===== config.mk =====
export PLATFORM = sky130hd
export DESIGN_NAME = first_seen_code_indexer
export DESIGN_NICKNAME = d
export VERILOG_FILES = /design/src/sv/fsci_pkg.sv /design/src/sv/first_seen_code_indexer.sv /design/src/sv/fsci_cell.sv /design/src/sv/fsci_chain.sv
export SDC_FILE = /design/constraint.sdc
export NUM_CORES = 1
export LEC_CHECK = 0
export BUFFER_PORTS_ARGS = -buffer_cell sky130_fd_sc_hd__buf_2
export CORE_ASPECT_RATIO = 1.5
export CORE_MARGIN = 2
export CORE_UTILIZATION = 25
export DETAILED_ROUTE_END_ITERATION = 6
export GPL_ROUTABILITY_DRIVEN = 1
export GPL_TIMING_DRIVEN = 1
export PLACE_DENSITY_LB_ADDON = 0.25
export SLEW_MARGIN = 30
export SYNTH_ARGS = -nofsm -noshare
export SYNTH_HDL_FRONTEND = slang
export SYNTH_HIERARCHICAL = 1
export SYNTH_SLANG_ARGS = --single-unit

===== constraint.sdc =====
create_clock -name clk -period 3.54 [get_ports clk]
set_clock_uncertainty 0.05 [all_clocks]
set_input_delay 0.354 -clock clk [delete_from_list [all_inputs] [get_ports clk]]
set_output_delay 0.354 -clock clk [all_outputs]
set_load 0.03 [all_outputs]

===== src/sv/fsci_pkg.sv =====
// Shared types, codes and sizes for the first-seen code indexer.
package fsci_pkg;

  localparam int TABLE_DEPTH = 16;
  localparam int IDX_W       = $clog2(TABLE_DEPTH);
  localparam int CNT_W       = $clog2(TABLE_DEPTH + 1);
  localparam int CODE_W      = 16;

  localparam logic [1:0] MODE_CLASSIFY = 2'd0;
  localparam logic [1:0] MODE_CLEAR    = 2'd1;
  localparam logic [1:0] MODE_READ     = 2'd2;

  localparam logic [2:0] ST_FOUND     = 3'd0;
  localparam logic [2:0] ST_INSERTED  = 3'd1;
  localparam logic [2:0] ST_MALFORMED = 3'd2;
  localparam logic [2:0] ST_FULL      = 3'd3;
  localparam logic [2:0] ST_PAST_END  = 3'd4;
  localparam logic [2:0] ST_CLEARED   = 3'd5;

  typedef struct packed {
    logic [1:0]        mode;
    logic [CODE_W-1:0] code;
    logic              bad_message;
    logic [IDX_W-1:0]  read_index;
  } req_t;

  typedef struct packed {
    logic [2:0]        status;
    logic [IDX_W-1:0]  index;
    logic [CODE_W-1:0] stored_code;
    logic [CNT_W-1:0]  entry_count;
  } rsp_t;

  // Search token that walks the row of cells, one cell per cycle.
  typedef struct packed {
    logic              valid;
    logic              is_read;
    logic [CODE_W-1:0] key;
    logic [IDX_W-1:0]  ridx;
    logic              hit;
    logic [IDX_W-1:0]  hit_idx;
    logic [CODE_W-1:0] stored;
    logic              inserted;
  } tok_t;

  typedef enum logic [1:0] {
    FSM_IDLE,
    FSM_WALK,
    FSM_HOLD
  } fsm_t;

endpackage


===== src/sv/first_seen_code_indexer.sv =====
// Top level of the first-seen code indexer: control, entry count, result beat.
//
// Usage:
//   A request beat (req) moves when req_valid is high and req_stall is low;
//   a response beat (rsp) moves when rsp_valid is high and rsp_stall is low.
//   Every request gives exactly one response, in order.
//   Classify and read requests send a search token down a row of
//   TABLE_DEPTH cells, one cell per cycle; the result then passes through
//   the pending result register and the output register before a
//   response beat is on offer.
//   Malformed, clear and unknown-mode requests skip the walk; their result
//   is built at acceptance and passes through the same two registers.
//   Only one request is in flight; req_stall is high while it is worked on.
//   A finished response waits in the output register while rsp_stall is
//   high; the next request is already accepted and walks meanwhile, and
//   its result holds until the output register frees up.
//   Reset empties the table (entry count zero); entries themselves are not
//   cleared, since only entries below the count are ever compared or read.
module first_seen_code_indexer
  import fsci_pkg::*;
(
  input  logic clk,
  input  logic rst,
  input  logic req_valid,
  output logic req_stall,
  input  req_t req,
  output logic rsp_valid,
  input  logic rsp_stall,
  output rsp_t rsp
);

  fsm_t             state;
  fsm_t             state_next;
  logic [CNT_W-1:0] count;
  rsp_t             res;
  rsp_t             res_next;
  tok_t             launch;
  tok_t             done_tok;
  logic             accept;
  logic             needs_walk;
  logic             out_free;
  logic             load_out;

  assign accept     = req_valid && !req_stall;
  assign needs_walk = ((req.mode == MODE_CLASSIFY) && !req.bad_message) ||
                      (req.mode == MODE_READ);
  assign out_free   = !rsp_valid || !rsp_stall;

  // launch the token straight into the first cell
  always_comb begin
    launch          = '0;
    launch.valid    = accept && needs_walk;
    launch.is_read  = (req.mode == MODE_READ);
    launch.key      = req.code;
    launch.ridx     = req.read_index;
  end

  fsci_chain u_chain (
    .clk     (clk),
    .rst     (rst),
    .count   (count),
    .tok_in  (launch),
    .tok_out (done_tok)
  );

  // next state
  always_comb begin
    state_next = state;
    unique case (state)
      FSM_IDLE: begin
        if (accept) begin
          state_next = needs_walk ? FSM_WALK : FSM_HOLD;
        end
      end
      FSM_WALK: begin
        if (done_tok.valid) begin
          state_next = FSM_HOLD;
        end
      end
      FSM_HOLD: begin
        if (out_free) begin
          state_next = FSM_IDLE;
        end
      end
      default: state_next = FSM_IDLE;
    endcase
  end

  // outputs of the state machine
  always_comb begin
    req_stall = 1'b1;
    load_out  = 1'b0;
    unique case (state)
      FSM_IDLE: req_stall = 1'b0;
      FSM_WALK: req_stall = 1'b1;
      FSM_HOLD: load_out  = out_free;
      default:  req_stall = 1'b1;
    endcase
  end

  always_ff @(posedge clk) begin
    if (rst) begin
      state <= FSM_IDLE;
    end else begin
      state <= state_next;
    end
  end

  // entry count: drop to zero on clear, advance on insert
  always_ff @(posedge clk) begin
    if (rst) begin
      count <= '0;
    end else if (accept && (req.mode == MODE_CLEAR)) begin
      count <= '0;
    end else if (state == FSM_WALK && done_tok.valid && done_tok.inserted) begin
      count <= count + CNT_W'(1);
    end
  end

  // pending result: built at acceptance for direct cases, at walk end otherwise
  always_comb begin
    res_next = res;
    if (accept && !needs_walk) begin
      res_next.index       = '0;
      res_next.stored_code = '0;
      res_next.entry_count = count;
      priority if (req.mode == MODE_CLASSIFY) begin
        res_next.status = ST_MALFORMED;
      end else if (req.mode == MODE_CLEAR) begin
        res_next.status      = ST_CLEARED;
        res_next.entry_count = '0;
      end else begin
        res_next.status = ST_PAST_END;
      end
    end else if (state == FSM_WALK && done_tok.valid) begin
      res_next.index       = '0;
      res_next.stored_code = '0;
      res_next.entry_count = count;
      if (done_tok.is_read) begin
        if (done_tok.hit) begin
          res_next.status      = ST_FOUND;
          res_next.index       = done_tok.ridx;
          res_next.stored_code = done_tok.stored;
        end else begin
          res_next.status = ST_PAST_END;
        end
      end else begin
        priority if (done_tok.hit) begin
          res_next.status = ST_FOUND;
          res_next.index  = done_tok.hit_idx;
        end else if (done_tok.inserted) begin
          res_next.status      = ST_INSERTED;
          res_next.index       = count[IDX_W-1:0];
          res_next.entry_count = count + CNT_W'(1);
        end else begin
          res_next.status = ST_FULL;
        end
      end
    end
  end

  always_ff @(posedge clk) begin
    res <= res_next;
  end

  // output register: hold while stalled, load when free
  always_ff @(posedge clk) begin
    if (rst) begin
      rsp_valid <= 1'b0;
    end else if (load_out) begin
      rsp_valid <= 1'b1;
    end else if (!rsp_stall) begin
      rsp_valid <= 1'b0;
    end
    if (load_out) begin
      rsp <= res;
    end
  end

endmodule


===== src/sv/fsci_cell.sv =====
// One table entry: compare, read or fill as the search token passes through.
module fsci_cell
  import fsci_pkg::*;
(
  input  logic             clk,
  input  logic             rst,
  input  logic [IDX_W-1:0] cell_id,
  input  logic [CNT_W-1:0] count,
  input  tok_t             tok_in,
  output tok_t             tok_out
);

  logic [CODE_W-1:0] entry;
  logic              in_use;
  logic              match;
  logic              rd;
  logic              wr;
  tok_t              tok_next;

  assign in_use = {1'b0, cell_id} < count;
  assign match  = tok_in.valid && !tok_in.is_read && !tok_in.hit && in_use &&
                  (entry == tok_in.key);
  assign rd     = tok_in.valid && tok_in.is_read && in_use && (cell_id == tok_in.ridx);
  // the free entry sees a final hit flag: every entry in use lies before it
  assign wr     = tok_in.valid && !tok_in.is_read && !tok_in.hit &&
                  ({1'b0, cell_id} == count);

  always_comb begin
    tok_next = tok_in;
    if (match) begin
      tok_next.hit     = 1'b1;
      tok_next.hit_idx = cell_id;
    end
    if (rd) begin
      tok_next.hit    = 1'b1;
      tok_next.stored = entry;
    end
    if (wr) begin
      tok_next.inserted = 1'b1;
    end
  end

  always_ff @(posedge clk) begin
    if (rst) begin
      tok_out.valid <= 1'b0;
    end else begin
      tok_out.valid <= tok_next.valid;
    end
    tok_out.is_read  <= tok_next.is_read;
    tok_out.key      <= tok_next.key;
    tok_out.ridx     <= tok_next.ridx;
    tok_out.hit      <= tok_next.hit;
    tok_out.hit_idx  <= tok_next.hit_idx;
    tok_out.stored   <= tok_next.stored;
    tok_out.inserted <= tok_next.inserted;
    if (wr) begin
      entry <= tok_in.key;
    end
  end

endmodule


===== src/sv/fsci_chain.sv =====
// Row of table cells; the search token hops one cell per cycle.
module fsci_chain
  import fsci_pkg::*;
(
  input  logic             clk,
  input  logic             rst,
  input  logic [CNT_W-1:0] count,
  input  tok_t             tok_in,
  output tok_t             tok_out
);

  tok_t link [TABLE_DEPTH+1];

  assign link[0] = tok_in;
  assign tok_out = link[TABLE_DEPTH];

  for (genvar g = 0; g < TABLE_DEPTH; g++) begin : g_cell
    fsci_cell u_cell (
      .clk     (clk),
      .rst     (rst),
      .cell_id (IDX_W'(g)),
      .count   (count),
      .tok_in  (link[g]),
      .tok_out (link[g+1])
    );
  end

endmodule


=== Word level (Yosys, flattened, before mapping) ===
Index checks and enable logic that the tools add are counted.

* Register bits: 1008
* Input port bits: 27
* Output and inout bits: 30
* Logic and storage cells: 460

* $add $sub $neg: 1
* Order comparisons: 16
* Equality and inequality tests: 54
* Multiplexer cells: 42
* Reductions and logical operators: 193

{| class="wikitable"
|+ Operator list
! cell !! number
|-
| $eq A16 B16 Y1 || 16
|-
| $mux W16 || 16
|-
| $logic_and A1 B1 Y1 || 134
|-
| $mux W28 || 2
|-
| $eq A4 B5 Y1 const A || 8
|-
| $lt A4 B5 Y1 const A || 8
|-
| $logic_not A1 Y1 || 35
|-
| $eq A4 B4 Y1 const A || 8
|-
| $reduce_or A2 Y1 || 16
|-
| $mux W5 || 6
|-
| $eq A3 B5 Y1 const A || 4
|-
| $lt A3 B5 Y1 const A || 4
|-
| $mux W20 || 1
|-
| $eq A3 B4 Y1 const A || 4
|-
| $eq A2 B5 Y1 const A || 2
|-
| $lt A1 B5 Y1 const A || 2
|-
| $lt A2 B5 Y1 const A || 2
|-
| $mux W2 || 5
|-
| $eq A2 B4 Y1 const A || 2
|-
| $mux W7 || 1
|-
| $mux W1 || 6
|-
| $mux W3 || 2
|-
| $mux W6 || 1
|-
| $pmux W2 S3 || 1
|-
| 14 further kinds || 20
|}

=== Logic depth before layout (Yosys ltp) ===
* Depth after elaboration: 8
* Depth in mapped cells: 8
* Mapped depth without buffers: 7

=== By module ===
The synthesis kept the hierarchy.

{| class="wikitable"
|+ By module, submodules not included
! module !! times used !! cells each !! area each (sq um) !! seq. area each (sq um)
|-
| fsci_cell || 16 || 131 || 1975.6 || 1361.3
|-
| first_seen_code_indexer || 1 || 212 || 2521.2 || 1641.6
|-
| fsci_chain || 1 || 2 || 7.5 || 0.0
|}

=== Worst setup path before layout ===
OpenSTA, ideal clock, no wires.

* Kind: reg-to-reg
* Start: register state[0]
* End: register u_chain.g_cell[0].u_cell.entry[0] (enable)
* Setup time: 411 ps
* Arrival: 2363 ps
* Data required time: 3079 ps
* Path slack: 717 ps
* Cell stages (with the launch flop): 6
* Path buffers: 1
* Clock period less this slack: 2823 ps
* Cells stage by stage: dfxtp_1 > buf_2 > nor3b_2 > nor3b_1 > nand2_1 > nor3_1

{| class="wikitable"
|+ RTL lines
! item !! line !! RTL
|-
| start: declaration || first_seen_code_indexer.sv:32 || <nowiki>fsm_t state;</nowiki>
|-
| start signal: assignment || first_seen_code_indexer.sv:105 || <nowiki>state <= state_next;</nowiki>
|-
| end signal: assignment || fsci_cell.sv:57 || <nowiki>entry <= tok_in.key;</nowiki>
|-
| end: declaration || fsci_cell.sv:13 || <nowiki>logic [CODE_W-1:0] entry;</nowiki>
|}

==> flow_summary_export.csv <==
group,metric,value,unit
timing,timing_hold_violations_final,0,
finish,fill_cells,13610,
power,power-per-cell-area,588.1,nW/um^2
die,fp.dieW,304.3,um
critical_path,reg2reg_depth,7,
critical_path,regToRegStartpoint,"count[2]$_SDFFE_PP0P_",
critical_path,crit_type,"reg2reg",
die,fp-row-count,165,
critical_path,critPathCaptureType,"flop",
worst_hold_path,timing.hold.worst.start,"req[21]",
clock_tree,tritoncts,"yes",
timing,slew_viol_final,0,
placement,hpwlAfterDp,41060,um
critical_path,critical-path-top-delay-family,"flip-flops",
die,chipHeight,454.5,um
placement,dp_cells,4313,
power,switching_share,20.53,%
power,clock_power_share,45.0,%
critical_path,timing.critical_path.fanout_max,17,
synth,synthesis.yosys.warnings,6,
critical_path,worst-endpoint-required,4.03,ns
global_routing,grt_max_degree,38,
job,cap_violations,0,
clock_tree,post_cts_clock_slew_at_the_launch_and_capture_registers_of_the_worst_setup_and_hold_paths,0.06,ns
finish,post_layout_nonfiller_instances,4528,
global_routing,overall_global_routing_resource_usage,8.330,%
worst_hold_path,min_to,"state[0]$_SDFFE_PP0P_",
drt,drt-wirelength-per-cell,12.54,um
die,fp.dieArea,138300,sq um
placement,routabilityCongestion,0.7327,
finish,area_growth,21.05,%
placement,numPortBuffers,56,
power,internal-power,19.13,mW
drt,detail_route.first_pass.iterations,6,
critical_path,cell_chain_critical_path,"buf_4, inv_1, ha_1, a21oi_1, o22a_1, nand3_2, mux2_2",
critical_path,worst-r2r-setup-slack,0.69,ns
critical_path,critical_path_s_slowest_cell,"sky130_fd_sc_hd__dfxtp_1",
timing,timing.fmax,0.3513,GHz
timing,slew-limit-headroom,44.11,%
clock_tree,cts_buffer_count,103,
drt,first_iter_violations,476,
timing,rsz0062_at_grt,"no",
finish,layout_commonest_cell,"sky130_fd_sc_hd__dfxtp_1",
critical_path,worst_path_largest_cell_delay,0.86,ns
global_routing,gr-total-overflow,0,
drt,route.detailed.drc,0,
timing,setup_viol_count_final,0,
drt,viasPerCell,3.660,
finish,drive_above_1_share,24.04,%
die,core,134600,sq um
critical_path,reg2reg_to,"u_chain/g_cell[13].u_cell/tok_out[15]$_DFF_P_",
drt,totalWireLength,56770,um
critical_path,worstPathArrival,3.33,ns
power,power_leakage,15.49,nW
finish,number_of_nets_in_the_layout,2780,
clock_tree,cts_root_buffer,"sky130_fd_sc_hd__clkbuf_16",
finish,final_area,40940,sq um
critical_path,startpoint_class_of_the_critical_path,"flop",
synth,syn-mean-instance-area,14.74,sq um
die,floorplan.initialDensity,25.12,%
timing,max_slew.worst_pin.slew,0.8373,ns
synth,synth_cells,2294,
timing,tns,0,ns
placement,placed_area,37220,sq um
drt,ant_nets,0,
timing,fin_hold_ws,0.06998,ns
power,highest_ir_drop_seen_on_vdd,0.3776,mV
worst_hold_path,whs_path_depth,3,
synth,synth_area,33820,sq um
status,status,"complete, no violations",
critical_path,cp_num_buf_inv,2,
clock_tree,cts.repair.resized,0,
clock_tree,clock_tree.buffer_depth,3,
clock_tree,clock_latency,0.67,ns
global_routing,first_global_vias,17870,
power,comb_power_share,3.0,%
power,seq_power_share,52.0,%
die,io-pin-count,57,
drt,vias,16570,
timing,finalWorstPathRequiredPeriod,2.847,ns
finish,diodes,0,
timing,final_worst_path_cycle_share,80.42,%
finish,layout.cells.most_common_list,"715 x sky130_fd_sc_hd__dfxtp_1, 324 x sky130_fd_sc_hd__mux2_2, 292 x sky130_fd_sc_hd__edfxtp_1, 215 x sky130_fd_sc_hd__conb_1, 176 x sky130_fd_sc_hd__xnor2_1",
clock_tree,cts.htree.levels,3,
clock_tree,cts_sinks,1008,
power,switchingPower,4.944,mW
global_routing,grt_pass1_wl,92760,um
global_routing,grt_antenna_before_repair,2,
worst_hold_path,hold_path_class,"in2reg",
## how the worst max path moves through the flow
stage | startpoint | endpoint | cells after the start
2_1_floorplan | state[0]$_SDFFE_PP0P_ | u_chain/g_cell[0].u_cell/entry[0]$_DFFE_PP_ | 5
3_3_place_gp | count[2]$_SDFFE_PP0P_ | u_chain/g_cell[13].u_cell/tok_out[15]$_DFF_P_ | 7
3_5_place_dp | count[2]$_SDFFE_PP0P_ | u_chain/g_cell[13].u_cell/tok_out[5]$_DFF_P_ | 7
4_1_cts | count[2]$_SDFFE_PP0P_ | u_chain/g_cell[13].u_cell/tok_out[15]$_DFF_P_ | 7
5_1_grt | count[2]$_SDFFE_PP0P_ | u_chain/g_cell[13].u_cell/tok_out[15]$_DFF_P_ | 7
6_report | count[2]$_SDFFE_PP0P_ | u_chain/g_cell[13].u_cell/tok_out[15]$_DFF_P_ | 7
## worst min-delay path, stage by stage
cell and delay (ns):
sky130_fd_sc_hd__buf_2 0.17, sky130_fd_sc_hd__or4b_1 0.14, sky130_fd_sc_hd__a211oi_1 0.06
## per-layer routing
metal / vias up / track usage [%] / routed length [um]
met4: 0 / 3.481 / 1641
met1: 7621 / 8.401 / 21670
li1: 8619 / - / -
met3: 111 / 1.601 / 2256
met5: - / 0 / 0
met2: 223 / 16.51 / 31200
## through the flow
stage | setup slack [ns] | total power [mW] | util (%)
after detailed placement | 0.6591 | 13.48 | 27.65
final | 0.6931 | 24.07 | 30.41
after global placement | 0.6847 | 13.47 | 27.65
after CTS | 0.6346 | 24.50 | 30.41
after global routing | 0.4972 | 25.10 | 30.41
after floorplan | 0.7167 | 13.25 | -
## power by group through the flow
| stage | Combinational [mW] | Sequential, mW | Clock (mW) |
|---|---|---|---|
| 6_report | 0.717 | 12.5 | 10.8 |
| 5_1_grt | 0.813 | 12.6 | 11.7 |
| 4_1_cts | 0.731 | 12.5 | 11.2 |
| 3_5_place_dp | 0.703 | 12.8 | 0 |
| 3_3_place_gp | 0.700 | 12.8 | 0 |
| 2_1_floorplan | 0.534 | 12.7 | 0 |
## state kept, by name (all words and copies together) (netlist names)
register	flops
res	28
count	5
rsp	28
rsp_valid	1
u_chain/g_cell.u_cell/tok_out	688
state	2
u_chain/g_cell.u_cell/entry	256
## final cells by class
class | instances | area [sq um] | share of cell area (%)
clock inverters | 38 | 510.5 | 1.247
clock buffers | 155 | 2985 | 7.292
repair buffers | 105 | 703.2 | 1.718
flip-flops and latches | 1008 | 23100 | 56.44
well taps | 1753 | 2193 | 5.358
multi-input cells | 1387 | 11130 | 27.20
inverters | 82 | 307.8 | 0.7519
## repair_timing
action / in CTS / in global routing
endpoints found under the hold margin: 38 / 0
setup endpoints to repair: 0 / 0
buffers inserted: 0 / 0
hold buffers: 22 / 0
Note: power is estimated with default switching activity, not from simulation.
